===== src/hw/rtl/dcps_pkg.sv =====
// Shared types and constants for the divisor count pair sum block.
package dcps_pkg;

  localparam int VALUE_BITS = 32;
  localparam int COUNT_W    = 11;
  localparam int SUM_W      = 64;
  localparam int PRIME_W    = 17;  // trial divisor, reaches just past 2^16
  localparam int EXP_W      = 6;   // exponent of one prime, at most 31
  localparam int DIV_CNT_W  = 6;

  typedef enum logic [2:0] {
    S_IDLE,
    S_CHECK,
    S_DIV,
    S_WAIT,
    S_NEXT,
    S_TAIL,
    S_SUM
  } dcps_state_t;

  typedef struct packed {
    logic                  start;
    logic [VALUE_BITS-1:0] dividend;
    logic [PRIME_W-1:0]    divisor;
  } div_req_t;

  typedef struct packed {
    logic                  done;
    logic [VALUE_BITS-1:0] quotient;
    logic [PRIME_W-1:0]    remainder;
  } div_rsp_t;

endpackage


===== src/hw/rtl/divisor_count_pair_sum.sv =====
// Top level: divisor count by trial division and running pair-product sum.
// Trial divisors are 2 then odd numbers while d*d <= residue. Each division issues the
//   request, shifts in 32 quotient bits and signals done; a failed trial also passes the
//   check and step states. The slowest input is a prime near 2^32.
// Throughput: one beat at a time; in_stall is high from accept until the result is
//   written to the output register.
// Reset (synchronous, rst high): sequencer idle, output empty, sum and previous count cleared.
module divisor_count_pair_sum
  import dcps_pkg::*;
(
  input  logic                  clk,
  input  logic                  rst,
  input  logic                  in_valid,
  output logic                  in_stall,
  input  logic [VALUE_BITS-1:0] number,
  input  logic                  restart,
  output logic                  out_valid,
  input  logic                  out_stall,
  output logic [COUNT_W-1:0]    divisor_count,
  output logic [SUM_W-1:0]      pair_sum
);

  dcps_state_t state, state_next;

  logic [VALUE_BITS-1:0] residue;
  logic [PRIME_W-1:0]    prime;
  logic [EXP_W-1:0]      expo;
  logic [COUNT_W-1:0]    count;
  logic [COUNT_W-1:0]    previous_count;
  logic                  have_previous;
  logic [SUM_W-1:0]      running_sum;
  logic                  clear_pending;

  div_req_t req;
  div_rsp_t rsp;

  logic [2*PRIME_W-1:0]  prime_sq;
  logic                  past_root;
  logic                  out_free;
  logic [COUNT_W+EXP_W:0] count_prod;
  logic [2*COUNT_W-1:0]  pair_prod;

  // Trial divisors 2, 3, 5, 7, ...: composites never divide since their
  // factors are already gone. Stopping at p*p > residue matches stopping at
  // p*p > n, since a leftover residue is then 1 or a prime.
  assign prime_sq   = prime * prime;
  assign past_root  = prime_sq > (2*PRIME_W)'(residue);
  assign out_free   = !out_valid || !out_stall;
  assign count_prod = count * ({1'b0, expo} + 1'b1);
  assign pair_prod  = previous_count * count;

  dcps_div u_div (
    .clk (clk),
    .rst (rst),
    .req (req),
    .rsp (rsp)
  );

  // next state
  always_comb begin
    state_next = state;
    case (state)
      S_IDLE:  if (in_valid) state_next = S_CHECK;
      S_CHECK: state_next = past_root ? S_TAIL : S_DIV;
      S_DIV:   state_next = S_WAIT;
      S_WAIT: begin
        if (rsp.done) begin
          state_next = (rsp.remainder == '0) ? S_DIV : S_NEXT;
        end
      end
      S_NEXT:  state_next = S_CHECK;
      S_TAIL:  state_next = S_SUM;
      S_SUM:   if (out_free) state_next = S_IDLE;
      default: state_next = S_IDLE;
    endcase
  end

  // control outputs
  always_comb begin
    in_stall     = (state != S_IDLE);
    req.start    = (state == S_DIV);
    req.dividend = residue;
    req.divisor  = prime;
  end

  always_ff @(posedge clk) begin
    if (rst) begin
      state <= S_IDLE;
    end else begin
      state <= state_next;
    end
  end

  // datapath of the current number
  always_ff @(posedge clk) begin
    case (state)
      S_IDLE: begin
        residue <= number;
        prime   <= PRIME_W'(2);
        expo    <= '0;
        count   <= COUNT_W'(1);
      end
      S_WAIT: begin
        if (rsp.done && rsp.remainder == '0) begin
          residue <= rsp.quotient;
          expo    <= expo + 1'b1;
        end
      end
      S_NEXT: begin
        count <= count_prod[COUNT_W-1:0];
        expo  <= '0;
        prime <= (prime == PRIME_W'(2)) ? PRIME_W'(3) : prime + PRIME_W'(2);
      end
      S_TAIL: begin
        if (residue > VALUE_BITS'(1)) count <= {count[COUNT_W-2:0], 1'b0};
      end
      default: ;
    endcase
  end

  // pair sum and output register
  always_ff @(posedge clk) begin
    if (rst) begin
      out_valid      <= 1'b0;
      have_previous  <= 1'b0;
      previous_count <= '0;
      running_sum    <= '0;
      clear_pending  <= 1'b0;
    end else begin
      if (state == S_IDLE && in_valid) clear_pending <= restart;
      if (state == S_SUM && out_free) begin
        out_valid      <= 1'b1;
        divisor_count  <= count;
        previous_count <= count;
        have_previous  <= 1'b1;
        if (clear_pending) begin
          running_sum <= '0;
          pair_sum    <= '0;
        end else if (have_previous) begin
          running_sum <= running_sum + SUM_W'(pair_prod);
          pair_sum    <= running_sum + SUM_W'(pair_prod);
        end else begin
          pair_sum <= running_sum;
        end
      end else if (out_valid && !out_stall) begin
        out_valid <= 1'b0;
      end
    end
  end

  a_busy_stalls: assert property (@(posedge clk) disable iff (rst)
    (state != S_IDLE) |-> in_stall) else $error("accept while busy");
  a_done_in_wait: assert property (@(posedge clk) disable iff (rst)
    rsp.done |-> (state == S_WAIT)) else $error("divider result outside wait");
  a_prime_min: assert property (@(posedge clk) disable iff (rst)
    (state == S_DIV) |-> (prime >= PRIME_W'(2))) else $error("bad trial divisor");
  a_count_nonzero: assert property (@(posedge clk) disable iff (rst)
    (state == S_SUM) |-> (count != '0)) else $error("zero divisor count");

endmodule


===== src/hw/rtl/dcps_div.sv =====
// Restoring radix-2 divider, one quotient bit per cycle.
module dcps_div
  import dcps_pkg::*;
(
  input  logic     clk,
  input  logic     rst,
  input  div_req_t req,
  output div_rsp_t rsp
);

  logic                  busy;
  logic [DIV_CNT_W-1:0]  cnt;
  logic [VALUE_BITS-1:0] quo;
  logic [PRIME_W-1:0]    rem;
  logic [PRIME_W-1:0]    dsr;
  logic                  done;
  logic [PRIME_W:0]      rem_shift;
  logic                  fits;

  assign rem_shift = {rem, quo[VALUE_BITS-1]};
  assign fits      = rem_shift >= {1'b0, dsr};

  always_ff @(posedge clk) begin
    if (rst) begin
      busy <= 1'b0;
      done <= 1'b0;
      cnt  <= '0;
    end else begin
      done <= busy && (cnt == DIV_CNT_W'(VALUE_BITS - 1));
      if (req.start) begin
        busy <= 1'b1;
        cnt  <= '0;
      end else if (busy) begin
        cnt <= cnt + 1'b1;
        if (cnt == DIV_CNT_W'(VALUE_BITS - 1)) begin
          busy <= 1'b0;
        end
      end
    end
  end

  always_ff @(posedge clk) begin
    if (req.start) begin
      quo <= req.dividend;
      rem <= '0;
      dsr <= req.divisor;
    end else if (busy) begin
      quo <= {quo[VALUE_BITS-2:0], fits};
      rem <= fits ? PRIME_W'(rem_shift - {1'b0, dsr}) : rem_shift[PRIME_W-1:0];
    end
  end

  assign rsp.done      = done;
  assign rsp.quotient  = quo;
  assign rsp.remainder = rem;

endmodule


===== config.mk =====
export PLATFORM = sky130hd
export DESIGN_NAME = divisor_count_pair_sum
export DESIGN_NICKNAME = d
export VERILOG_FILES = /design/src/hw/rtl/dcps_pkg.sv /design/src/hw/rtl/divisor_count_pair_sum.sv /design/src/hw/rtl/dcps_div.sv
export SDC_FILE = /design/constraint.sdc
export NUM_CORES = 2
export LEC_CHECK = 0
export BUFFER_PORTS_ARGS = -buffer_cell sky130_fd_sc_hd__buf_2
export CORE_MARGIN = 4
export CORE_UTILIZATION = 58
export DETAILED_ROUTE_END_ITERATION = 16
export GPL_TIMING_DRIVEN = 0
export PLACE_DENSITY_LB_ADDON = 0.2
export SLEW_MARGIN = 5
export SYNTH_ARGS = -nofsm -noshare
export SYNTH_HDL_FRONTEND = slang
export SYNTH_SLANG_ARGS = --single-unit

===== constraint.sdc =====
create_clock -name clk -period 11.4 [get_ports clk]
set_clock_uncertainty 0.15 [all_clocks]
set_input_delay 1.14 -clock clk [delete_from_list [all_inputs] [get_ports clk]]
set_output_delay 1.14 -clock clk [all_outputs]
set_load 0.05 [all_outputs]

# Word-level counts from Yosys, hierarchy flattened
# Index checks and enable logic that the tools add are counted.
dict set report classes {
  magnitude_cmp 3
  add_sub_neg 6
  n_eq_ne 13
  bitwise 1
  multipliers 3
  muxes 24
  reduce_logical 24
}
# cell count
set op_table {}
lappend op_table {{$mux 64} 2}
lappend op_table {{$mux 32} 3}
lappend op_table {{$add 64x22->64} 1}
lappend op_table {{$pmux 32 s2} 1}
lappend op_table {{$gt 34x32->1} 1}
lappend op_table {{$mul 17x17->34} 1}
lappend op_table {{$mux 17} 2}
lappend op_table {{$pmux 17 s2} 1}
lappend op_table {{$pmux 11 s3} 1}
lappend op_table {{$gt 32x1->1 const B} 1}
lappend op_table {{$mul 11x11->22} 1}
lappend op_table {{$pmux 3 s7} 1}
lappend op_table {{$ge 18x17->1} 1}
lappend op_table {{$add 17x2->17 const B} 1}
lappend op_table {{$eq 17x2->1 const B} 1}
lappend op_table {{$logic_not 17->1} 1}
lappend op_table {{$sub 17x17->17} 1}
lappend op_table {{$mux 3} 5}
lappend op_table {{$add 6x1->6 const B} 2}
lappend op_table {{$pmux 6 s2} 1}
lappend op_table {{$mul 11x7->11} 1}
lappend op_table {{$mux 11} 1}
lappend op_table {{$reduce_bool 2->1} 5}
lappend op_table {{$eq 3x3->1 const B} 3}
lappend op_table {{other kinds (17)} 35}
dict set report word_totals {
  out_inout_bits 77
  in_bits 37
  register_bits 296
}

# Depth between registers and ports, before layout
dict set report depth {
  word_depth 4
  depth_mapped 34
  depth_no_buf 32
}

# Modules after synthesis
# A second synthesis with hierarchy kept.
dict set report unflattened {
  hier_cells 3079
  hier_area_um2 29229.3
}
# mod cells_each area_each_um2 instances
set modules_own_cells {}
lappend modules_own_cells {divisor_count_pair_sum 2741 25355.6 1}
lappend modules_own_cells {dcps_div 338 3873.7 1}

# Worst setup path after synthesis
# No wires, ideal clock.
dict set report synth_timing {
  path_kind {register to register}
  startpoint {register prime[2]}
  endpoint {register state[2]}
  setup_time_ns 0.131
  t_required_ns 11.119
  path_stages_with_launch 30
  path_buffers 3
  path_slack_ns 3.196
  arrival_time_ns 7.923
  path_cell_list {edfxtp_1 clkbuf_1 clkbuf_1 nand2_1 fa_1 inv_1 fa_1 fa_1 fa_1 fa_1 inv_1 fa_1 inv_1 ha_1 clkbuf_1 and3_1 nand3_1 o31ai_1 a21boi_0 o31ai_1 nor2_1 ha_1 nand4_1 nor4_1 nand2_1 o32a_1 o21ai_0 nand4b_1 a2111oi_0 nor3_1}
}
dict set report synth_between {
  elab_chain_len 4
}
# element line
set synth_lines {}
lappend synth_lines {{start, declared} divisor_count_pair_sum.sv:26} ;# logic [PRIME_W-1:0] prime;
lappend synth_lines {{start signal, assigned} divisor_count_pair_sum.sv:112} ;# prime <= (prime == PRIME_W'(2)) ? PRIME_W'(3) : prime + PRIME_W'(2);
lappend synth_lines {{$mul 17x17->34} divisor_count_pair_sum.sv:46} ;# assign prime_sq = prime * prime;
lappend synth_lines {{$gt 34x32->1} divisor_count_pair_sum.sv:47} ;# assign past_root = prime_sq > (2*PRIME_W)'(residue);
lappend synth_lines {{$mux 3} divisor_count_pair_sum.sv:64} ;# S_CHECK: state_next = past_root ? S_TAIL : S_DIV;
lappend synth_lines {{$pmux 3 s7} divisor_count_pair_sum.sv:62} ;# case (state)
lappend synth_lines {{end signal, assigned} divisor_count_pair_sum.sv:90} ;# state <= state_next;
lappend synth_lines {{end, declared} divisor_count_pair_sum.sv:23} ;# dcps_state_t state, state_next;
# No other way between the ends.
# A chain may end at the register's enable or synchronous reset.

# Final worst setup path
# Same ends and word-level chain as after synthesis.

==> implementation parameters <==
Parameter                              Value

Setup path
  R2r worst-path depth ... 29
  Worst path max stage delay ... 630 ps
  Req. time, crit path ... 11,660 ps
  Setup CP Type ... reg -> reg
  Library cell contributing the largest single delay on the critical path ... sky130_fd_sc_hd__fa_1
  Critical path startpoint category ... flip-flop
  Kind of end point of the critical path ... flip-flop
  Count of buffering cells on the critical path with inverters included ... 6
  Most used cell along the critical path ... sky130_fd_sc_hd__fa_1
  Worst path arrival time ... about 11,000 ps
  Cell family contributing the most delay on the critical path ... adder cells
  WP depth ... 29
  Worst-path maximum fanout ... 10

Timing
  Finish-stage setup viols ... 0
  Final total negative setup slack ... 0 ps
  Final critical path time including I/O delays and setup ... approximately 11,000 ps
  Minimum setup slack in the final design ... 727 ps
  Achievable Freq ... roughly 0.094 GHz
  RSZ-0062 raised after global routing ... false
  Worst rel slew slack ... 19.9%
  Measured slew at the worst slew-check pin ... about 1200 ps
  Final Max Tran Viols ... 0
  Hold Vio Cnt, Final ... 0
  Final period utilization ... between 90% and 100%

Yosys
  Sequential element share of the synthesized area ... between 20% and 30%
  Share of synthesized flip-flops with an asynchronous set or reset ... 0%
  Syn Area/Cell ... approximately 9.3 um2
  Mapped Nets ... about 3,800
  Number of flops mapped to enable cells by yosys ... 190
  Synthesized instance count ... around 3,200
  Cell area after technology mapping ... 29,500 um2
  Synth unique cells ... 86
  Post-synthesis register bit count ... about 300
  Predominant post-synthesis flop cell ... sky130_fd_sc_hd__edfxtp_1
  Warnings, synthesis ... 0

Final layout
  NumNets Final ... 3,901
  Area delta synth->final ... 8.95%
  Share of final-layout standard cells stronger than drive strength 1 ... roughly 7.4%
  # diodes ... 0

Clock network
  Level count of the clock H-tree ... 2
  Clock transition at the registers of the reported paths ... 70 ps
  Number of buffers between clock root and the deepest sink ... 3
  Hold buffer count at cts ... 0
  Sinks on the clock net ... 296
  TritonCTS buffer count ... 35
  # Post-CTS Setup Buffers ... 0
  TritonCTS clock tree ... built
  Root cell of the clock tree ... sky130_fd_sc_hd__clkbuf_16
  Clk_lat worst skew ... 560 ps
  Post-cts sizing count ... 0

Min path
  Type of the worst min-delay path ... reg -> reg
  Number of stages on the worst hold path ... 0

Detailed routing
  Number of vias in the routed layout ... 23,478
  Iteration count of the initial detailed-routing pass ... 5
  Routed length per instance ... 19.6 um
  Starting DRC count in detailed routing ... around 2,200
  Routed vias/inst ... between 5 and 6
  ANT nets after route ... 0
  Total detailed-routing wirelength ... 78,300 um
  Number of remaining DRC errors ... 0

Place
  Worst setup slack before clock tree synthesis ... between 600 and 700 ps
  Port-buffer cells ... 112
  Detailed placement HPWL ... 61,500 um
  Weighted congestion at the end of routability-driven global placement ... 0.965

Floorplanning
  IO Pins ... 114
  Number of cell rows ... 82
  Core outline area ... 50,200 um2
  Total Die Area ... 54,500 um2
  Die outline width ... roughly 230 um
  Initial core utilization ... between 50% and 60%
  Floorplan die height ... 233 um

Global routing
  Via count of the first global-routing pass ... 23,923
  Aggregate global routing overflow ... 0
  Global-route wire length before repair ... around 130,000 um
  Tot GR Track Use ... 29.2%
  Maximum number of pins on one net before global-route repair ... 33
  Antenna violations before repair ... 0

Status
  Run status ... complete, no violations

Run
  Count of max-cap constraint violations ... 0
==> cell families after synthesis <==
group / synth area share [%]
buf+inv: 8.62
mux: 2.38
fa+ha+maj: 31.9
xor+xnor: 3.92
flops: 26.6
simple gates: 16.7
compound gates: 9.91
==> layer usage <==
layer	track usage, %	wire [um]
met1	37.8	30900
met2	50.7	39100
met3	3.78	5340
met4	10.1	2900
met5	0	0
==> cell type report <==
| cell class | instances | area (um2) |
|---|---|---|
| plain buffers | 154 | 596 |
| repair buffers | 114 | 601 |
| clock inverters | 17 | 213 |
| flip-flops and latches | 296 | 7830 |
| clock buffers | 47 | 962 |
| inverters | 518 | 1940 |
| well taps | 672 | 841 |
| fillers | 4155 | 18100 |
| multi-input cells | 2186 | 19100 |
==> stage by stage <==
stage / cell area, um2 / util (%) / std cells / hold slack (ps)
after floorplan: 29500 / - / 3154 / 274
after global placement: 30900 / 61.5 / 3938 / 281
after detailed placement: 30900 / 61.6 / 3940 / 284
after CTS: 32100 / 64.0 / 4004 / 309
after global routing: 32100 / 64.0 / 4004 / 325
final: 32100 / 64.0 / 4004 / 308
==> Yosys cell counts (5+ instances only) <==
cell	number	share of area (%)
sky130_fd_sc_hd__clkbuf_1	140	1.8
sky130_fd_sc_hd__o211ai_1	26	0.66
sky130_fd_sc_hd__nand3b_1	5	0.13
sky130_fd_sc_hd__nand4b_1	13	0.39
sky130_fd_sc_hd__nor2_1	169	2.2
sky130_fd_sc_hd__or2_2	7	0.15
sky130_fd_sc_hd__nand4_1	30	0.64
sky130_fd_sc_hd__a211o_1	8	0.24
sky130_fd_sc_hd__buf_2	8	0.14
sky130_fd_sc_hd__nor3b_1	9	0.23
sky130_fd_sc_hd__a211oi_1	19	0.48
sky130_fd_sc_hd__ha_1	238	10
sky130_fd_sc_hd__a2111oi_0	5	0.15
sky130_fd_sc_hd__a2bb2oi_1	5	0.15
sky130_fd_sc_hd__mux2_2	33	1.3
sky130_fd_sc_hd__and4_1	5	0.15
sky130_fd_sc_hd__o21bai_1	8	0.20
sky130_fd_sc_hd__xor2_1	46	1.4
sky130_fd_sc_hd__o221ai_1	10	0.30
sky130_fd_sc_hd__mux2i_1	33	1.1
sky130_fd_sc_hd__o21ai_0	96	1.6
sky130_fd_sc_hd__o21a_1	15	0.38
sky130_fd_sc_hd__nand2_1	350	4.5
sky130_fd_sc_hd__nor4_1	21	0.45
sky130_fd_sc_hd__and2_1	124	2.6
sky130_fd_sc_hd__or4_1	27	0.69
sky130_fd_sc_hd__fa_1	321	22
sky130_fd_sc_hd__o31ai_1	10	0.25
sky130_fd_sc_hd__nor2b_1	30	0.64
sky130_fd_sc_hd__xnor2_1	86	2.6
sky130_fd_sc_hd__edfxtp_1	190	19
sky130_fd_sc_hd__a21oi_1	128	2.2
sky130_fd_sc_hd__nor3_1	39	0.66
sky130_fd_sc_hd__and3_1	20	0.42
sky130_fd_sc_hd__nand3_1	86	1.5
sky130_fd_sc_hd__dfxtp_1	106	7.2
sky130_fd_sc_hd__o22ai_1	8	0.17
sky130_fd_sc_hd__inv_1	516	6.6
sky130_fd_sc_hd__a41oi_1	7	0.21
sky130_fd_sc_hd__or3_1	13	0.28
sky130_fd_sc_hd__nand2b_1	23	0.49
sky130_fd_sc_hd__a31oi_1	6	0.13
sky130_fd_sc_hd__a21o_1	31	0.79
==> path summary, 6_finish.rpt <==
| path | start | end | slack [ps] |
|---|---|---|---|
| worst max register to register | prime[2] | state[2] | 730 |
| worst min-delay path | count[5] | divisor_count[5] | 310 |
| worst max-delay path | prime[2] | state[2] | 730 |
| worst min register to register | count[5] | divisor_count[5] | 310 |
==> state kept, by name, summed over array words and instances (netlist names) <==
name            flops
prime              17
divisor_count      11
u_div.rem          17
u_div.dsr          17
u_div.busy          1
pair_sum           64
state               3
previous_count     11
clear_pending       1
u_div.done          1
u_div.cnt           6
count              11
u_div.quo          32
have_previous       1
expo                6
running_sum        64
out_valid           1
residue            32
==> cells in the final DEF, fill, tap and decap left out, types with 8 or more instances in the layout <==
| master | netlist | final |
|---|---|---|
| sky130_fd_sc_hd__and3_1 | 20 | 20 |
| sky130_fd_sc_hd__nor3_1 | 39 | 39 |
| sky130_fd_sc_hd__nand2_1 | 350 | 349 |
| sky130_fd_sc_hd__a211oi_1 | 19 | 19 |
| sky130_fd_sc_hd__ha_1 | 238 | 238 |
| sky130_fd_sc_hd__nor2b_1 | 30 | 30 |
| sky130_fd_sc_hd__o21ai_0 | 96 | 96 |
| sky130_fd_sc_hd__nand2b_1 | 23 | 23 |
| sky130_fd_sc_hd__or3_1 | 13 | 13 |
| sky130_fd_sc_hd__o22ai_1 | 8 | 8 |
| sky130_fd_sc_hd__or4_1 | 27 | 27 |
| sky130_fd_sc_hd__clkbuf_1 | 140 | 149 |
| sky130_fd_sc_hd__o21a_1 | 15 | 15 |
| sky130_fd_sc_hd__a21oi_1 | 128 | 127 |
| sky130_fd_sc_hd__mux2i_1 | 33 | 33 |
| sky130_fd_sc_hd__edfxtp_1 | 190 | 190 |
| sky130_fd_sc_hd__o211ai_1 | 26 | 26 |
| sky130_fd_sc_hd__fa_1 | 321 | 321 |
| sky130_fd_sc_hd__nor3b_1 | 9 | 9 |
| sky130_fd_sc_hd__xor2_1 | 46 | 46 |
| sky130_fd_sc_hd__a21o_1 | 31 | 31 |
| sky130_fd_sc_hd__xnor2_1 | 86 | 86 |
| sky130_fd_sc_hd__clkbuf_16 | 0 | 36 |
| sky130_fd_sc_hd__o31ai_1 | 10 | 9 |
| sky130_fd_sc_hd__nand3_1 | 86 | 86 |
| sky130_fd_sc_hd__nand4b_1 | 13 | 13 |
| sky130_fd_sc_hd__nor2_1 | 169 | 168 |
| sky130_fd_sc_hd__nor4_1 | 21 | 21 |
| sky130_fd_sc_hd__a211o_1 | 8 | 8 |
| sky130_fd_sc_hd__nand4_1 | 30 | 30 |
| sky130_fd_sc_hd__inv_1 | 516 | 515 |
| sky130_fd_sc_hd__o221ai_1 | 10 | 10 |
| sky130_fd_sc_hd__and2_1 | 124 | 124 |
| sky130_fd_sc_hd__dfxtp_1 | 106 | 106 |
| sky130_fd_sc_hd__buf_2 | 8 | 120 |
| sky130_fd_sc_hd__o21bai_1 | 8 | 8 |
| sky130_fd_sc_hd__mux2_2 | 33 | 33 |
Power is not shown: default switching activity piles up to over one toggle a cycle in this logic, so the estimate is an artifact.
